`config.mk`:
```
export PLATFORM = sky130hd
export DESIGN_NAME = carmichael_fermat_all_bases_test_top
export DESIGN_NICKNAME = d
export VERILOG_FILES = /design/src/rtl/cfe_pkg.sv /design/src/rtl/cfe_div.sv /design/src/rtl/carmichael_fermat_all_bases_test_top.sv
export SDC_FILE = /design/constraint.sdc
export NUM_CORES = 1
export LEC_CHECK = 0
export BUFFER_PORTS_ARGS = -buffer_cell sky130_fd_sc_hd__buf_2
export CORE_ASPECT_RATIO = 1.5
export CORE_MARGIN = 5
export CORE_UTILIZATION = 45
export DETAILED_ROUTE_END_ITERATION = 6
export GPL_TIMING_DRIVEN = 0
export SETUP_SLACK_MARGIN = 0.02
export SLEW_MARGIN = 20
export SYNTH_ARGS = -nofsm -noshare
export SYNTH_HDL_FRONTEND = slang
export SYNTH_SLANG_ARGS = --single-unit
export TNS_END_PERCENT = 50
```
`constraint.sdc`:
```
create_clock -name i_clk -period 5.43 [get_ports i_clk]
set_input_delay 1.086 -clock i_clk [delete_from_list [all_inputs] [get_ports i_clk]]
set_output_delay 1.086 -clock i_clk [all_outputs]
set_load 0.03 [all_outputs]
```
`src/rtl/cfe_pkg.sv`:
```
package cfe_pkg;

    localparam int NUMBER_BITS = 31;

    // trial divisor p never exceeds sqrt(2^NUMBER_BITS) + 1
    localparam int P_W = (NUMBER_BITS + 1) / 2 + 1;

    // running p*p, one past the largest value that can still compare low
    localparam int SQ_W = NUMBER_BITS + 2;

    // bit counter of the serial divider
    localparam int CNT_W = (NUMBER_BITS > 1) ? $clog2(NUMBER_BITS) : 1;

    typedef logic [NUMBER_BITS-1:0] t_word;
    typedef logic [P_W-1:0]         t_prime;
    typedef logic [SQ_W-1:0]        t_square;

endpackage

```
`src/rtl/cfe_div.sv`:
```
module cfe_div (
    input  logic          i_clk,
    input  logic          i_rst_n,
    input  logic          i_start,
    input  cfe_pkg::t_word i_dividend,
    input  cfe_pkg::t_word i_divisor,
    output logic          o_done,
    output cfe_pkg::t_word o_quot,
    output cfe_pkg::t_word o_rem
);

    localparam int W = cfe_pkg::NUMBER_BITS;

    logic                      r_busy;
    logic                      r_done;
    logic [cfe_pkg::CNT_W-1:0] r_cnt;
    cfe_pkg::t_word            r_num;
    cfe_pkg::t_word            r_rem;
    cfe_pkg::t_word            r_den;

    logic [W:0] trial;
    logic [W:0] diff;
    logic       qbit;

    // one quotient bit per cycle, restoring form
    assign trial = {r_rem, r_num[W-1]};
    assign diff  = trial - {1'b0, r_den};
    assign qbit  = ~diff[W];

    always_ff @(posedge i_clk) begin
        if (!i_rst_n) begin
            r_busy <= 1'b0;
            r_done <= 1'b0;
            r_cnt  <= '0;
        end else begin
            r_done <= r_busy && (r_cnt == '0);
            if (i_start) begin
                r_busy <= 1'b1;
                r_cnt  <= cfe_pkg::CNT_W'(W - 1);
            end else if (r_busy) begin
                r_cnt <= r_cnt - 1'b1;
                if (r_cnt == '0) begin
                    r_busy <= 1'b0;
                end
            end
        end
    end

    always_ff @(posedge i_clk) begin
        if (i_start) begin
            r_num <= i_dividend;
            r_rem <= '0;
            r_den <= i_divisor;
        end else if (r_busy) begin
            r_num <= {r_num[W-2:0], qbit};
            r_rem <= qbit ? diff[W-1:0] : trial[W-1:0];
        end
    end

    assign o_done = r_done;
    assign o_quot = r_num;
    assign o_rem  = r_rem;

endmodule

```
`src/rtl/carmichael_fermat_all_bases_test_top.sv`:
```
// channel   direction  handshake                  payload
// input     in         i_in_valid / o_in_stall    i_number  (31 bits)
// result    out        o_out_valid / i_out_stall  o_passes  (1 bit)
//
// n below 3 goes straight to the result state. Otherwise n is factored by trial
// division through one bit-serial divider; each trial divisor p costs one compare
// state and one to three divisions.
// Reset is synchronous and clears the sequencer and the result valid only.
// A finished result waits in the output register while the next n is taken.
module carmichael_fermat_all_bases_test_top (
    input  logic                               i_clk,
    input  logic                               i_rst_n,
    input  logic                               i_in_valid,
    output logic                               o_in_stall,
    input  logic [cfe_pkg::NUMBER_BITS-1:0]    i_number,
    output logic                               o_out_valid,
    input  logic                               i_out_stall,
    output logic                               o_passes
);

    localparam int W = cfe_pkg::NUMBER_BITS;

    localparam logic [2:0] S_IDLE = 3'd0;
    localparam logic [2:0] S_CHK  = 3'd1;
    localparam logic [2:0] S_D1   = 3'd2;
    localparam logic [2:0] S_D2   = 3'd3;
    localparam logic [2:0] S_DM   = 3'd4;
    localparam logic [2:0] S_DT   = 3'd5;
    localparam logic [2:0] S_FIN  = 3'd6;

    logic [2:0]       r_state, n_state;
    cfe_pkg::t_word   r_m, n_m;
    cfe_pkg::t_word   r_rest, n_rest;
    cfe_pkg::t_prime  r_p, n_p;
    cfe_pkg::t_square r_sq, n_sq;
    logic             r_pass, n_pass;
    logic             r_out_valid, n_out_valid;
    logic             r_passes, n_passes;

    logic             div_start;
    cfe_pkg::t_word   div_dividend;
    cfe_pkg::t_word   div_divisor;
    logic             div_done;
    cfe_pkg::t_word   div_quot;
    cfe_pkg::t_word   div_rem;

    logic             in_xfer;
    logic             rem_zero;
    cfe_pkg::t_word   p_word;

    cfe_div u_div (
        .i_clk      (i_clk),
        .i_rst_n    (i_rst_n),
        .i_start    (div_start),
        .i_dividend (div_dividend),
        .i_divisor  (div_divisor),
        .o_done     (div_done),
        .o_quot     (div_quot),
        .o_rem      (div_rem)
    );

    assign in_xfer  = i_in_valid && (r_state == S_IDLE);
    assign rem_zero = (div_rem == '0);
    assign p_word   = W'(r_p);

    always_comb begin
        n_state      = r_state;
        n_m          = r_m;
        n_rest       = r_rest;
        n_p          = r_p;
        n_sq         = r_sq;
        n_pass       = r_pass;
        n_out_valid  = r_out_valid && i_out_stall;
        n_passes     = r_passes;
        div_start    = 1'b0;
        div_dividend = r_rest;
        div_divisor  = p_word;

        case (r_state)
            S_IDLE: begin
                if (in_xfer) begin
                    n_m    = i_number - 1'b1;
                    n_rest = i_number;
                    n_p    = cfe_pkg::P_W'(2);
                    n_sq   = cfe_pkg::SQ_W'(4);
                    n_pass = 1'b1;
                    n_state = (i_number < W'(3)) ? S_FIN : S_CHK;
                end
            end
            S_CHK: begin
                if (r_sq <= cfe_pkg::SQ_W'(r_rest)) begin
                    div_start = 1'b1;
                    n_state   = S_D1;
                end else if (r_rest > W'(1)) begin
                    // leftover prime factor: (rest - 1) must divide n - 1
                    div_start    = 1'b1;
                    div_dividend = r_m;
                    div_divisor  = r_rest - 1'b1;
                    n_state      = S_DT;
                end else begin
                    n_state = S_FIN;
                end
            end
            S_D1: begin
                if (div_done) begin
                    if (rem_zero) begin
                        // p divides n: drop it once, then test for a square factor
                        n_rest       = div_quot;
                        div_start    = 1'b1;
                        div_dividend = div_quot;
                        n_state      = S_D2;
                    end else begin
                        n_p     = r_p + 1'b1;
                        n_sq    = r_sq + cfe_pkg::SQ_W'({r_p, 1'b1});
                        n_state = S_CHK;
                    end
                end
            end
            S_D2: begin
                if (div_done) begin
                    if (rem_zero) begin
                        n_pass  = 1'b0;
                        n_state = S_FIN;
                    end else begin
                        div_start    = 1'b1;
                        div_dividend = r_m;
                        div_divisor  = p_word - 1'b1;
                        n_state      = S_DM;
                    end
                end
            end
            S_DM: begin
                if (div_done) begin
                    if (!rem_zero) begin
                        n_pass  = 1'b0;
                        n_state = S_FIN;
                    end else begin
                        n_p     = r_p + 1'b1;
                        n_sq    = r_sq + cfe_pkg::SQ_W'({r_p, 1'b1});
                        n_state = S_CHK;
                    end
                end
            end
            S_DT: begin
                if (div_done) begin
                    n_pass  = r_pass && rem_zero;
                    n_state = S_FIN;
                end
            end
            S_FIN: begin
                // load the result once the output register is free
                if (!r_out_valid || !i_out_stall) begin
                    n_out_valid = 1'b1;
                    n_passes    = r_pass;
                    n_state     = S_IDLE;
                end
            end
            default: begin
                n_state = S_IDLE;
            end
        endcase
    end

    always_ff @(posedge i_clk) begin
        if (!i_rst_n) begin
            r_state     <= S_IDLE;
            r_out_valid <= 1'b0;
        end else begin
            r_state     <= n_state;
            r_out_valid <= n_out_valid;
        end
    end

    always_ff @(posedge i_clk) begin
        r_m      <= n_m;
        r_rest   <= n_rest;
        r_p      <= n_p;
        r_sq     <= n_sq;
        r_pass   <= n_pass;
        r_passes <= n_passes;
    end

    assign o_in_stall  = (r_state != S_IDLE);
    assign o_out_valid = r_out_valid;
    assign o_passes    = r_passes;

endmodule

```
# == Word-level counts from Yosys, hierarchy flattened ==
# Index checks and enable logic that the tools add are counted.
# totals
regBits,218
input_bits,35
output_inout_bits,3
elab_cells,128
# op_classes
addsub,7
order_cmp,3
eq_ne,16
mux,63
bitwise,2
reduce_logical,22
# ops
cell,n
$mux W31,14
$mux W33,5
$pmux W31 S2,2
$pmux W33 S3,1
$pmux W31 S3,1
$mux W17,5
$sub A31 B1 Y31 const B,2
$pmux W17 S3,1
$add A33 B18 Y33,1
$le A33 B31 Y1,1
$sub A32 B31 Y32,1
$gt A31 B1 Y1 const B,1
$logic_not A31 Y1,1
$lt A31 B2 Y1 const B,1
$mux W3,9
$pmux W3 S7,1
$sub A17 B1 Y18 const B,1
$add A17 B1 Y17 const B,1
$mux W1,17
$ne A2 B2 Y1 const B,6
$reduce_and A6 Y1,2
$mux W5,2
$eq A3 B3 Y1 const B,3
$ne A2 B1 Y1 const B,4
18 further kinds,30

# == Longest topological paths before layout ==
# Gate-level depths: netlist of run 1.
# logic_depth
depth_word,5
mapped_depth,15
ltp_nobuf,12

# == Hierarchy ==
# A second synthesis of run 1 with hierarchy kept.
# hier_totals
cells_unflattened,1664
hier_area_um2,15543.7
# by_module_without_submodules
module,instances,cells_per_inst,area_per_inst_um2,seq_area_each_um2
carmichael_fermat_all_bases_test_top,1,1072,9630.5,3503.4
cfe_div,1,592,5913.2,2622.5

# == Worst setup path after synthesis of run 1 ==
# No wires, ideal clock.
# synth_path
path_type,input to register
startpoint,in i_in_valid
endpoint,"reg r_p[0], enable pin"
setup_ps,458
t_arrival_ps,3398
t_required_ps,4972
setup_slack_ps,1574
stages,4
path_buffers,0
path_cell_list,nand2b_1 -> a21oi_1 -> a21oi_1 -> nor2_1
# synth_between
elab_chain_cells,3
# synth_lines
element,line_no,source
from (decl),carmichael_fermat_all_bases_test_top.sv:13,"input logic i_in_valid,"
$logic_and A1 B1 Y1,carmichael_fermat_all_bases_test_top.sv:62,assign in_xfer = i_in_valid && (r_state == S_IDLE);
$ne A2 B2 Y1 (no line),-,
$reduce_and A6 Y1 (no line),-,
to (signal assigned),carmichael_fermat_all_bases_test_top.sv:177,r_p <= n_p;
to (decl),carmichael_fermat_all_bases_test_top.sv:34,"cfe_pkg::t_prime r_p, n_p;"
# No other way between the ends.
# A chain may end at the register's enable or synchronous reset.

# == Worst setup path in the final report of run 1 ==
# layout_path
startpoint,"reg u_div.r_num[30], in the netlist u_div.o_quot[30]"
endpoint,"reg u_div.r_rem[24], in the netlist u_div.o_rem[24]"
# layout_between
elab_chain_cells,2
# layout_lines
element,line_no,source
from (decl),cfe_div.sv:17,cfe_pkg::t_word r_num;
from (signal assigned),cfe_div.sv:51,r_num <= i_dividend;
from (signal assigned),cfe_div.sv:55,"r_num <= {r_num[W-2:0], qbit};"
$sub A32 B31 Y32,cfe_div.sv:27,"assign diff = trial - {1'b0, r_den};"
$mux W31,cfe_div.sv:56,r_rem <= qbit ? diff[W-1:0] : trial[W-1:0];
to (signal assigned),cfe_div.sv:56,
to (decl),cfe_div.sv:18,cfe_pkg::t_word r_rem;
# No other way between the ends.

==> results of run 1 <==
## per-stage QoR
stage	std cells	setup WS (ns)	setup TNS (ns)	power, mW
2_1_floorplan	1682	1.574	0	8.228
3_3_place_gp	2138	-0.1039	-4.931	10.17
3_5_place_dp	2143	1.345	0	10.36
4_1_cts	2185	1.312	0	11.91
5_1_grt	2185	1.126	0	12.77
6_report	2185	1.250	0	11.90
## power by group through the flow
stage | logic, mW | clock network [mW] | registers [mW]
2_1_floorplan | 4.82 | 0 | 3.41
3_5_place_dp | 6.62 | 0 | 3.75
5_1_grt | 7.38 | 1.60 | 3.80
3_3_place_gp | 6.39 | 0 | 3.78
6_report | 6.67 | 1.51 | 3.73
4_1_cts | 6.65 | 1.54 | 3.72
## worst max-delay path, stage by stage, from the launching register on
cell and delay (ns):
edfxtp_1 0.44, inv_1 0.07, ha_1 0.24, fa_1 0.39, nor2b_1 0.24, o31a_1 0.22, o221ai_1 0.22, a2111oi_1 1.01
o211ai_1 0.28, and2_1 0.29, o2111a_1 0.26, a221oi_1 0.27, a21oi_1 0.11
## worst min-delay path by stage
stage | slack, ns | depth (start not counted) | startpoint | endpoint
CTS | 0.50 | 0 | r_pass | o_passes
global route | 0.51 | 0 | r_pass | o_passes
global placement | 0.48 | 0 | r_pass | o_passes
detailed placement | 0.49 | 0 | r_pass | o_passes
finish | 0.49 | 0 | r_pass | o_passes
floorplan | 0.43 | 0 | r_pass | o_passes
## logic make-up (layout without fill, tap and decap cells)
| family | after synthesis | count (layout) | share of synthesized area (%) |
|---|---|---|---|
| AND/OR/NAND/NOR | 586 | 586 | 18.60 |
| XOR/XNOR | 107 | 107 | 6.131 |
| flip-flops | 218 | 218 | 40.08 |
| AO/OA/AOI/OAI | 425 | 425 | 17.90 |
| buffers and inverters | 183 | 266 | 4.993 |
| multiplexers | 73 | 73 | 4.837 |
| adder cells (fa/ha/maj) | 90 | 90 | 7.465 |
## registers in the layout, indices dropped and copies added, names as in the netlist
| signal | cells |
|---|---|
| r_pass | 1 |
| r_state | 3 |
| u_div.o_rem | 31 |
| o_passes | 1 |
| r_p | 17 |
| r_sq | 33 |
| u_div.r_busy | 1 |
| u_div.r_cnt | 5 |
| u_div.r_den | 31 |
| o_out_valid | 1 |
| r_m | 31 |
| u_div.o_done | 1 |
| r_rest | 31 |
| u_div.o_quot | 31 |
## synth_stat cells (all sizes together), types with 5 or more instances
cell type,count
nand3b,5
o211ai,42
o21bai,6
xnor2,57
a21o,28
or2,5
a31oi,19
edfxtp,176
clkbuf,65
nor4,28
xor2,50
nand2,168
a211oi,18
and3,30
o311ai,6
nand2b,13
inv,95
buf,22
dfxtp,42
o21ai,114
nand3,37
a221oi,5
nor2b,12
or4,9
mux2i,69
o31ai,9
o2111ai,6
nor3,48
a21oi,98
or3,47
nor2,155
o41ai,6
a22oi,5
ha,88
nand4,20
o21a,16
a2bb2oi,5
a21boi,14
## area by class of cell
| type | instances | area [um^2] |
|---|---|---|
| plain buffers | 87 | 404.1 |
| clock buffers | 34 | 626.9 |
| clock inverters | 8 | 53.80 |
| fillers | 3231 | 16760 |
| inverters | 96 | 360.3 |
| multi-input cells | 1281 | 8409 |
| flip-flops and latches | 218 | 6126 |
| well taps | 420 | 525.5 |
| repair buffers | 41 | 280.3 |
## layer usage
layer / up-vias / track usage [%] / share of wire, %
li1: 6313 / - / -
met1: 6260 / 27.05 / 39
met2: 333 / 43.28 / 52
met3: 118 / 2.417 / 4.1
met4: 4 / 10.36 / 4.5
met5: - / 0 / 0.048
==> impl_metrics.csv, run 1 <==
group,metric,value,unit
global_route,antenna_found_initial,2,
power_and_ir_drop,p_sw,5.656,mW
place,gp_congestion,0.9242,
route,routed_wl,45660,um
synth,syn_nets,1807,
sta,slew_viol_final,0,
cts,cts_tree,"yes",
global_route,grt_pass1_vias,12824,
sta,tightest_slew,1.124,ns
critical_path,startpoint,"u_div.o_quot[30]",
cts,insertion_delay,0.55,ns
global_route,grt_max_degree,32,
route,ant_nets,0,
route,routed_via_density,5.962,
floorplanning,core,33550,um^2
power_and_ir_drop,seqPwrFrac,31.3,%
cts,clock-sinks,218,
cts,h-tree-depth,1,
cells_and_area,antenna_cells,0,
synth,synth_top_area_share,34.57,%
flow_run,maxCapViolCount,0,
cts,postCtsSetupBuffers,0,
synth,ys_async_sr_fraction,0,%
cells_and_area,drive_gt1_share,6.856,%
synth,ys.flop_type,"edfxtp_1",
critical_path,ff2ff_path_depth,12,
critical_path,rr_endpoint,"u_div.o_rem[24]",
sta,whs,0.4892,ns
cells_and_area,area_growth_syn_to_layout,9.814,%
route,vias,13028,
power_and_ir_drop,share_comb_of_total_power,56.0,%
cells_and_area,final_common_cell,"edfxtp_1",
outcome,status,"finished, final reports clean",
cts,cts_root_buffer,"clkbuf_16",
synth,synth_area_leaders,"edfxtp_1 (35%), ha_1 (7.2%), dfxtp_1 (5.5%)",
synth,ys_types,77,
critical_path,path_class,"flip-flop to flip-flop",
sta,rsz0062_at_grt,"no",
global_route,grt_pass1_wl,71040,um
cts,ctsResizeCount,0,
cells_and_area,utilization,50.03,%
route,remaining_drc_errors,0,
power_and_ir_drop,p_leak,6.503,nW
route,drt_iter0_drc,933,
cells_and_area,nNetsFinal,1873,
critical_path,cp_max_fo,5,
global_route,grt_usage,23.40,%
critical_path,reg2reg_slack,1.25,ns
floorplanning,ios,38,
cts,cts_hold_buf,0,
synth,syn_area,15290,um^2
floorplanning,start_util,45.56,%
sta,finalCritPeriodShare,76.97,%
critical_path,r2r-start,"u_div.o_quot[30]",
power_and_ir_drop,max-vdd-ir-drop,0.0003345,V
power_and_ir_drop,clkPwrFrac,12.7,%
place,dp_hpwl,35040,um
place,dpl-instance-area,16110,um^2
cells_and_area,final_cell_area,16790,um^2
sta,skew,0.01295,ns
sta,final.min_clock_period,4.180,ns
cts,cts_buffers,23,
synth,postSynthRegisterBits,218,
power_and_ir_drop,switching_share,47.54,%
critical_path,crit_path_start_kind,"flip-flop",
place,io_buffers,36,
worst_hold_path,hp-class,"flip-flop to flip-flop",
synth,yosysWarningCount,0,
floorplanning,fp.dieArea,37830,um^2
sta,setup_violations,0,
cts,ctsLongestPathBuffers,3,
floorplanning,fp.dieW,160.5,um
synth,synth_top_cell_by_area,"edfxtp_1",
critical_path,cp.arrival,4.59,ns
synth,avgSynthCellArea,9.088,um^2
floorplanning,row_count,82,
critical_path,worstSetupEndpoint,"u_div.o_rem[24]",
synth,synth-seq-area-share,40.08,%
critical_path,worst_ep_required_time,5.84,ns
synth,synth-edff-count,176,
power_and_ir_drop,intPower,6.242,mW
critical_path,worst_setup_path_end_kind,"flip-flop",
power_and_ir_drop,cellPowerDensity,708.8,nW/um^2
route,wire_per_inst,20.90,um
global_route,grt.overflow.total,0,
synth,synth_cells,1682,
cts,clkTransAtPathRegs,0.07,ns
sta,clock.fmax,0.2393,GHz
floorplanning,die_y,235.7,um
sta,slew-limit-headroom,24.87,%
cells_and_area,layout_common_cells,"edfxtp_1 (176), nand2_1 (166), nor2_1 (152)",
route,drtPass1Iterations,7,
sta,hold_viol_final,0,
No activity file was read; power rests on OpenSTA's default activity.
==> run 2: changes to the inputs <==
- clock period: 5.43 -> 4.2 ns (I/O delays scaled with it)
==> impl_metrics.csv, run 2 (synthesis results as in run 1) <==
group,metric,value,unit
cells_and_area,finalNonFillerCells,2186,
outcome,status,"finished, final reports clean",
cts,clkTransAtPathRegs,0.07,ns
place,dp_hpwl,35040,um
critical_path,rr_endpoint,"u_div.o_rem[24]",
global_route,use_met2,43.28,%
sta,rsz0062_at_grt,"no",
route,remaining_drc_errors,0,
place,dp.cells,2143,
critical_path,cp.arrival,4.27,ns
critical_path,r2r-start,"u_div.o_quot[30]",
floorplanning,fp.dieW,160.5,um
cells_and_area,layout_common_cells,"edfxtp_1 (176), nand2_1 (166), nor2_1 (152)",
global_route,grt-busiest-layer,"met2",
power_and_ir_drop,max-vdd-ir-drop,0.0004346,V
sta,skew,0.01350,ns
floorplanning,die_y,235.7,um
worst_hold_path,hold_depth,0,
route,wire_per_inst,20.86,um
floorplanning,row_count,82,
cts,ctsLongestPathBuffers,3,
critical_path,path_class,"flip-flop to flip-flop",
global_route,grt.overflow.total,0,
sta,setup_violations,0,
global_route,antenna_found_initial,2,
global_route,grt_usage,23.40,%
cts,insertion_delay,0.55,ns
flow_run,maxCapViolCount,0,
cts,cts_hold_buf,0,
cells_and_area,nNetsFinal,1873,
cts,ctsResizeCount,0,
route,drtPass1Iterations,7,
route,vias,13054,
global_route,grt_max_degree,32,
cells_and_area,final_common_cell,"edfxtp_1",
critical_path,ff2ff_path_depth,12,
sta,slew_viol_final,0,
cts,cts_tree,"yes",
cts,cts_buffers,23,
power_and_ir_drop,p_leak,6.504,nW
global_route,grt_pass1_vias,12824,
sta,finalCritPeriodShare,91.69,%
critical_path,worst_setup_path_end_kind,"flip-flop",
critical_path,cp_max_fo,5,
worst_hold_path,hp-class,"flip-flop to flip-flop",
sta,final.min_clock_period,3.851,ns
critical_path,reg2reg_slack,0.35,ns
power_and_ir_drop,cellPowerDensity,916.2,nW/um^2
critical_path,worst_ep_required_time,4.61,ns
global_route,grt_util_met1,27.05,%
cells_and_area,drive_gt1_share,6.969,%
route,drt_iter0_drc,993,
cts,postCtsSetupBuffers,0,
cells_and_area,utilization,50.07,%
floorplanning,core,33550,um^2
floorplanning,start_util,45.56,%
cts,clock-sinks,218,
cells_and_area,area_growth_syn_to_layout,9.904,%
route,ant_nets,0,
sta,tightest_slew,1.013,ns
floorplanning,fp.dieArea,37830,um^2
critical_path,cp_num_buf_inv,1,
worst_hold_path,min_from,"r_pass",
place,io_buffers,36,
sta,hold_viol_final,0,
route,routed_wl,45600,um
cts,h-tree-depth,1,
global_route,met3_usage,2.417,%
route,routed_via_density,5.972,
sta,slew-limit-headroom,31.92,%
critical_path,crit_path_start_kind,"flip-flop",
place,gp_congestion,0.9242,
cells_and_area,largest_reg_flops,33,
critical_path,path_cells,"inv_1 > ha_1 > fa_1 > nor2b_1 > o31a_1 > o221ai_1 > a2111oi_2 > o211ai_1 > and2_1 > o2111a_1 > a221oi_1 > a21oi_1",
cells_and_area,top_register,"r_sq",
critical_path,slowest_delay,0.70,ns
cells_and_area,fillers,3229,
critical_path,slowest_stage,"a2111oi_2",
cts,cts_root_buffer,"clkbuf_16",
global_route,grt_pass1_wl,71040,um
sta,clock.fmax,0.2597,GHz
worst_hold_path,whs_endpoint,"o_passes",
critical_path,critPathTopFamily,"compound AO/OA/AOI/OAI gates",
floorplanning,ios,38,
run 2: changes by cell type in the layout (fill, tap and decap cells not counted):
cell       before  now
a21boi_1        0    1
nor4_2          5    6
nor4_1         23   22
a2111oi_1       1    0
a2111oi_2       0    1
a21boi_0       14   13
diode_2         0    1
run 2: layout make-up:
type,instances,area [um^2],area share [%]
Tap cell,420,525.5,3.128
Buffer,87,404.1,2.406
Inverter,96,360.3,2.145
Sequential cell,218,6126,36.46
Antenna cell,1,2.502,0.01490
Clock inverter,8,53.80,0.3202
Timing Repair Buffer,41,280.3,1.668
Clock buffer,34,626.9,3.731
Multi-Input combinational cell,1281,8421,50.12
run 2: through the flow:
| step | setup slack [ns] | power (mW) | TNS, ns | hold slack, ns | cell area, um^2 |
|---|---|---|---|---|---|
| floorplan | 0.3504 | 10.64 | 0 | 0.4273 | 15290 |
| global placement | -1.334 | 13.15 | -90.22 | 0.4801 | 15990 |
| detailed placement | 0.1152 | 13.40 | 0 | 0.4868 | 16110 |
| CTS | 0.08190 | 15.39 | 0 | 0.5045 | 16790 |
| global route | 0.09986 | 16.52 | 0 | 0.5145 | 16800 |
| finish | 0.3489 | 15.39 | 0 | 0.4896 | 16800 |
run 2: worst max path at each step:
stage,start,cells after the start,to
detailed placement,u_div.o_quot[30],12,u_div.o_rem[24]
global placement,u_div.o_rem[30],7,r_sq[10]
global route,r_rest[27],13,u_div.o_quot[18]
finish,u_div.o_quot[30],12,u_div.o_rem[24]
floorplan,u_div.o_rem[30],7,r_p[0]
CTS,u_div.o_quot[30],12,u_div.o_rem[24]
run 2: where the power goes:
group | switching [mW] | internal, mW | total [mW]
clock network | 0.908 | 1.04 | 1.95
logic | 5.41 | 3.21 | 8.62
registers | 0.999 | 3.82 | 4.82
total | 7.32 | 8.07 | 15.4
run 2: per-layer routing:
layer,part of all wire (%),vias to the layer above,routed length [um]
met3,4.0,117,1842
met4,4.5,2,2049
li1,-,6307,-
met5,0.029,-,13
met2,52,331,23800
met1,39,6297,17890
==> run 3: changes to the inputs <==
- SYNTH_HIERARCHICAL: not set -> 1
==> impl_metrics.csv, run 3 <==
group,metric,value,unit
outcome,status,"finished, final reports clean",
floorplanning,ios,38,
synth,ys.flop_type,"edfxtp_1",
power_and_ir_drop,max-vdd-ir-drop,0.0004107,V
power_and_ir_drop,share_comb_of_total_power,52.6,%
synth,ys_async_sr_fraction,0,%
critical_path,cp_max_fo,10,
route,vias,13372,
cells_and_area,multi_input_area,8701,um^2
route,routed_via_density,6.140,
synth,synth_top_cell_by_area,"edfxtp_1",
sta,slew_viol_final,0,
floorplanning,row_count,83,
cells_and_area,final_common_cell,"nor2_1",
critical_path,ff2ff_path_depth,10,
global_route,grt_pass1_vias,13163,
critical_path,cp.arrival,4.34,ns
sta,clock.fmax,0.2478,GHz
cts,ctsLongestPathBuffers,3,
critical_path,worst_ep_required_time,4.51,ns
global_route,antenna_found_initial,0,
worst_hold_path,hold_depth,0,
cells_and_area,layout_common_cells,"nor2_1 (180), edfxtp_1 (176), nand2_1 (118)",
place,dpl-instance-area,16390,um^2
synth,synth.most_common_cell,"nor2_1",
synth,syn_nets,1789,
floorplanning,fp.dieW,161.8,um
floorplanning,start_util,45.49,%
cts,clkTransAtPathRegs,0.06,ns
floorplanning,die_y,237.6,um
worst_hold_path,hp-class,"flip-flop to flip-flop",
cells_and_area,final_cell_area,17350,um^2
cts,h-tree-depth,1,
cells_and_area,utilization,50.77,%
cts,cts_hold_buf,0,
place,dp_hpwl,35970,um
flow_run,maxCapViolCount,0,
cells_and_area,largest_reg_flops,33,
cts,cts_root_buffer,"clkbuf_16",
synth,ys_top_cells_by_count,"nor2_1 (182), edfxtp_1 (176), nand2_1 (119)",
route,wire_per_inst,21.91,um
route,ant_nets,0,
critical_path,path_class,"flip-flop to flip-flop",
global_route,grt_pass1_wl,73860,um
cts,cts_tree,"yes",
sta,rsz0062_at_grt,"no",
cells_and_area,drive_gt1_share,11.02,%
route,drt_iter0_drc,1089,
synth,synth_cells,1664,
synth,syn_area,15540,um^2
worst_hold_path,min_from,"r_pass",
critical_path,crit_path_start_kind,"flip-flop",
place,gp_congestion,0.9156,
sta,tightest_slew,0.9535,ns
cells_and_area,seq_area,6126,um^2
power_and_ir_drop,cellPowerDensity,830.8,nW/um^2
cts,cts_buffers,24,
critical_path,worst_setup_path_end_kind,"flip-flop",
cells_and_area,finalNonFillerCells,2178,
power_and_ir_drop,clkPwrFrac,16.1,%
sta,tns,0,ns
global_route,grt.overflow.total,0,
cts,clock-sinks,218,
power_and_ir_drop,p_sw,6.470,mW
sta,finalCritPeriodShare,96.10,%
synth,ys_types,86,
cells_and_area,fillers,3210,
synth,avgSynthCellArea,9.341,um^2
floorplanning,fp.dieArea,38440,um^2
power_and_ir_drop,p_leak,6.565,nW
critical_path,reg2reg_slack,0.16,ns
place,dp.cells,2130,
global_route,grt_max_degree,32,
power_and_ir_drop,switching_share,44.90,%
power_and_ir_drop,intPower,7.941,mW
floorplanning,core,34170,um^2
cells_and_area,nNetsFinal,1859,
synth,postSynthRegisterBits,218,
cells_and_area,area_growth_syn_to_layout,11.60,%
synth,synth_area_leaders,"edfxtp_1 (34%), ha_1 (7.1%), dfxtp_1 (5.4%)",
sta,hold_viol_final,0,
sta,skew,0.02653,ns
critical_path,startpoint,"r_rest[16]",
cells_and_area,top_register,"r_sq",
sta,slew-limit-headroom,35.94,%
sta,whs,0.4866,ns
sta,setup_violations,0,
cts,insertion_delay,0.56,ns
sta,final.min_clock_period,4.036,ns
synth,synth-seq-area-share,39.41,%
synth,synth_top_area_share,34.00,%
route,remaining_drc_errors,0,
power_and_ir_drop,seqPwrFrac,31.4,%
route,routed_wl,47720,um
route,drtPass1Iterations,6,
global_route,grt_usage,24.22,%
synth,yosysWarningCount,6,
critical_path,r2r-start,"r_rest[16]",
place,io_buffers,37,
synth,synth-edff-count,176,
run 3: area by class of cell:
cell class                 count  share of cell area (%)
multi-input combinational   1253                   50.16
sequential                   218                   35.31
clock buffer                  34                   4.147
tap                          425                   3.065
buffer                        95                   2.510
inverter                      95                   2.077
timing repair buffer          46                   1.803
clock inverter                10                  0.8656
timing repair inverter         1                 0.04328
antenna                        1                 0.01443
run 3: logic make-up after synthesis:
| group | after synthesis | synth area share [%] |
|---|---|---|
| adder cells (fa/ha/maj) | 90 | 7.341 |
| XOR/XNOR | 115 | 6.721 |
| AND/OR/NAND/NOR | 556 | 17.78 |
| AO/OA/AOI/OAI | 420 | 18.83 |
| buffers and inverters | 193 | 5.023 |
| multiplexers | 72 | 4.894 |
| flip-flops | 218 | 39.41 |
run 3: path summary, 6_finish.rpt:
check	to
max reg2reg	u_div/o_quot[12]
max	u_div/o_quot[12]
min	o_passes
min reg2reg	o_passes
run 3: what timing repair did:
item	4_1_cts	5_1_grt
gates cloned	1	0
setup buffers	5	0
pin swaps	2	0
gates resized for setup	17	10
setup endpoints to repair	99	84
run 3: power groups by stage:
stage	clock network (mW)	registers (mW)	logic [mW]
finish	2.32	4.52	7.57
global route	2.43	4.61	8.32
CTS	2.35	4.47	7.52
detailed placement	0	4.51	7.40
global placement	0	4.51	7.20
floorplan	0	4.10	5.53
run 3: layer usage:
| layer | GRT usage (%) | up-vias | wire length (um) |
|---|---|---|---|
| met5 | 0 | - | 0 |
| met4 | 10.23 | 0 | 2091 |
| met3 | 2.411 | 115 | 2409 |
| met2 | 45.17 | 423 | 25050 |
| met1 | 28.09 | 6518 | 18180 |
| li1 | - | 6316 | - |
run 3: critical path, stage by stage, from the launching register on:
cell,delay (ns)
edfxtp_1,0.57
or4_1,0.63
nand4b_4,0.22
nor4_1,0.49
nand4_1,0.27
and3_1,0.24
nand2_2,0.20
nand2_2,0.19
buf_2,0.28
a221o_1,0.40
mux2_2,0.27
run 3: through the flow:
step,worst slack (ns),power (mW)
after floorplan,0.1521,9.630
after global placement,-1.750,11.72
after detailed placement,-1.701,11.91
after CTS,0.04794,14.35
after global routing,0.06199,15.37
final,0.1639,14.41
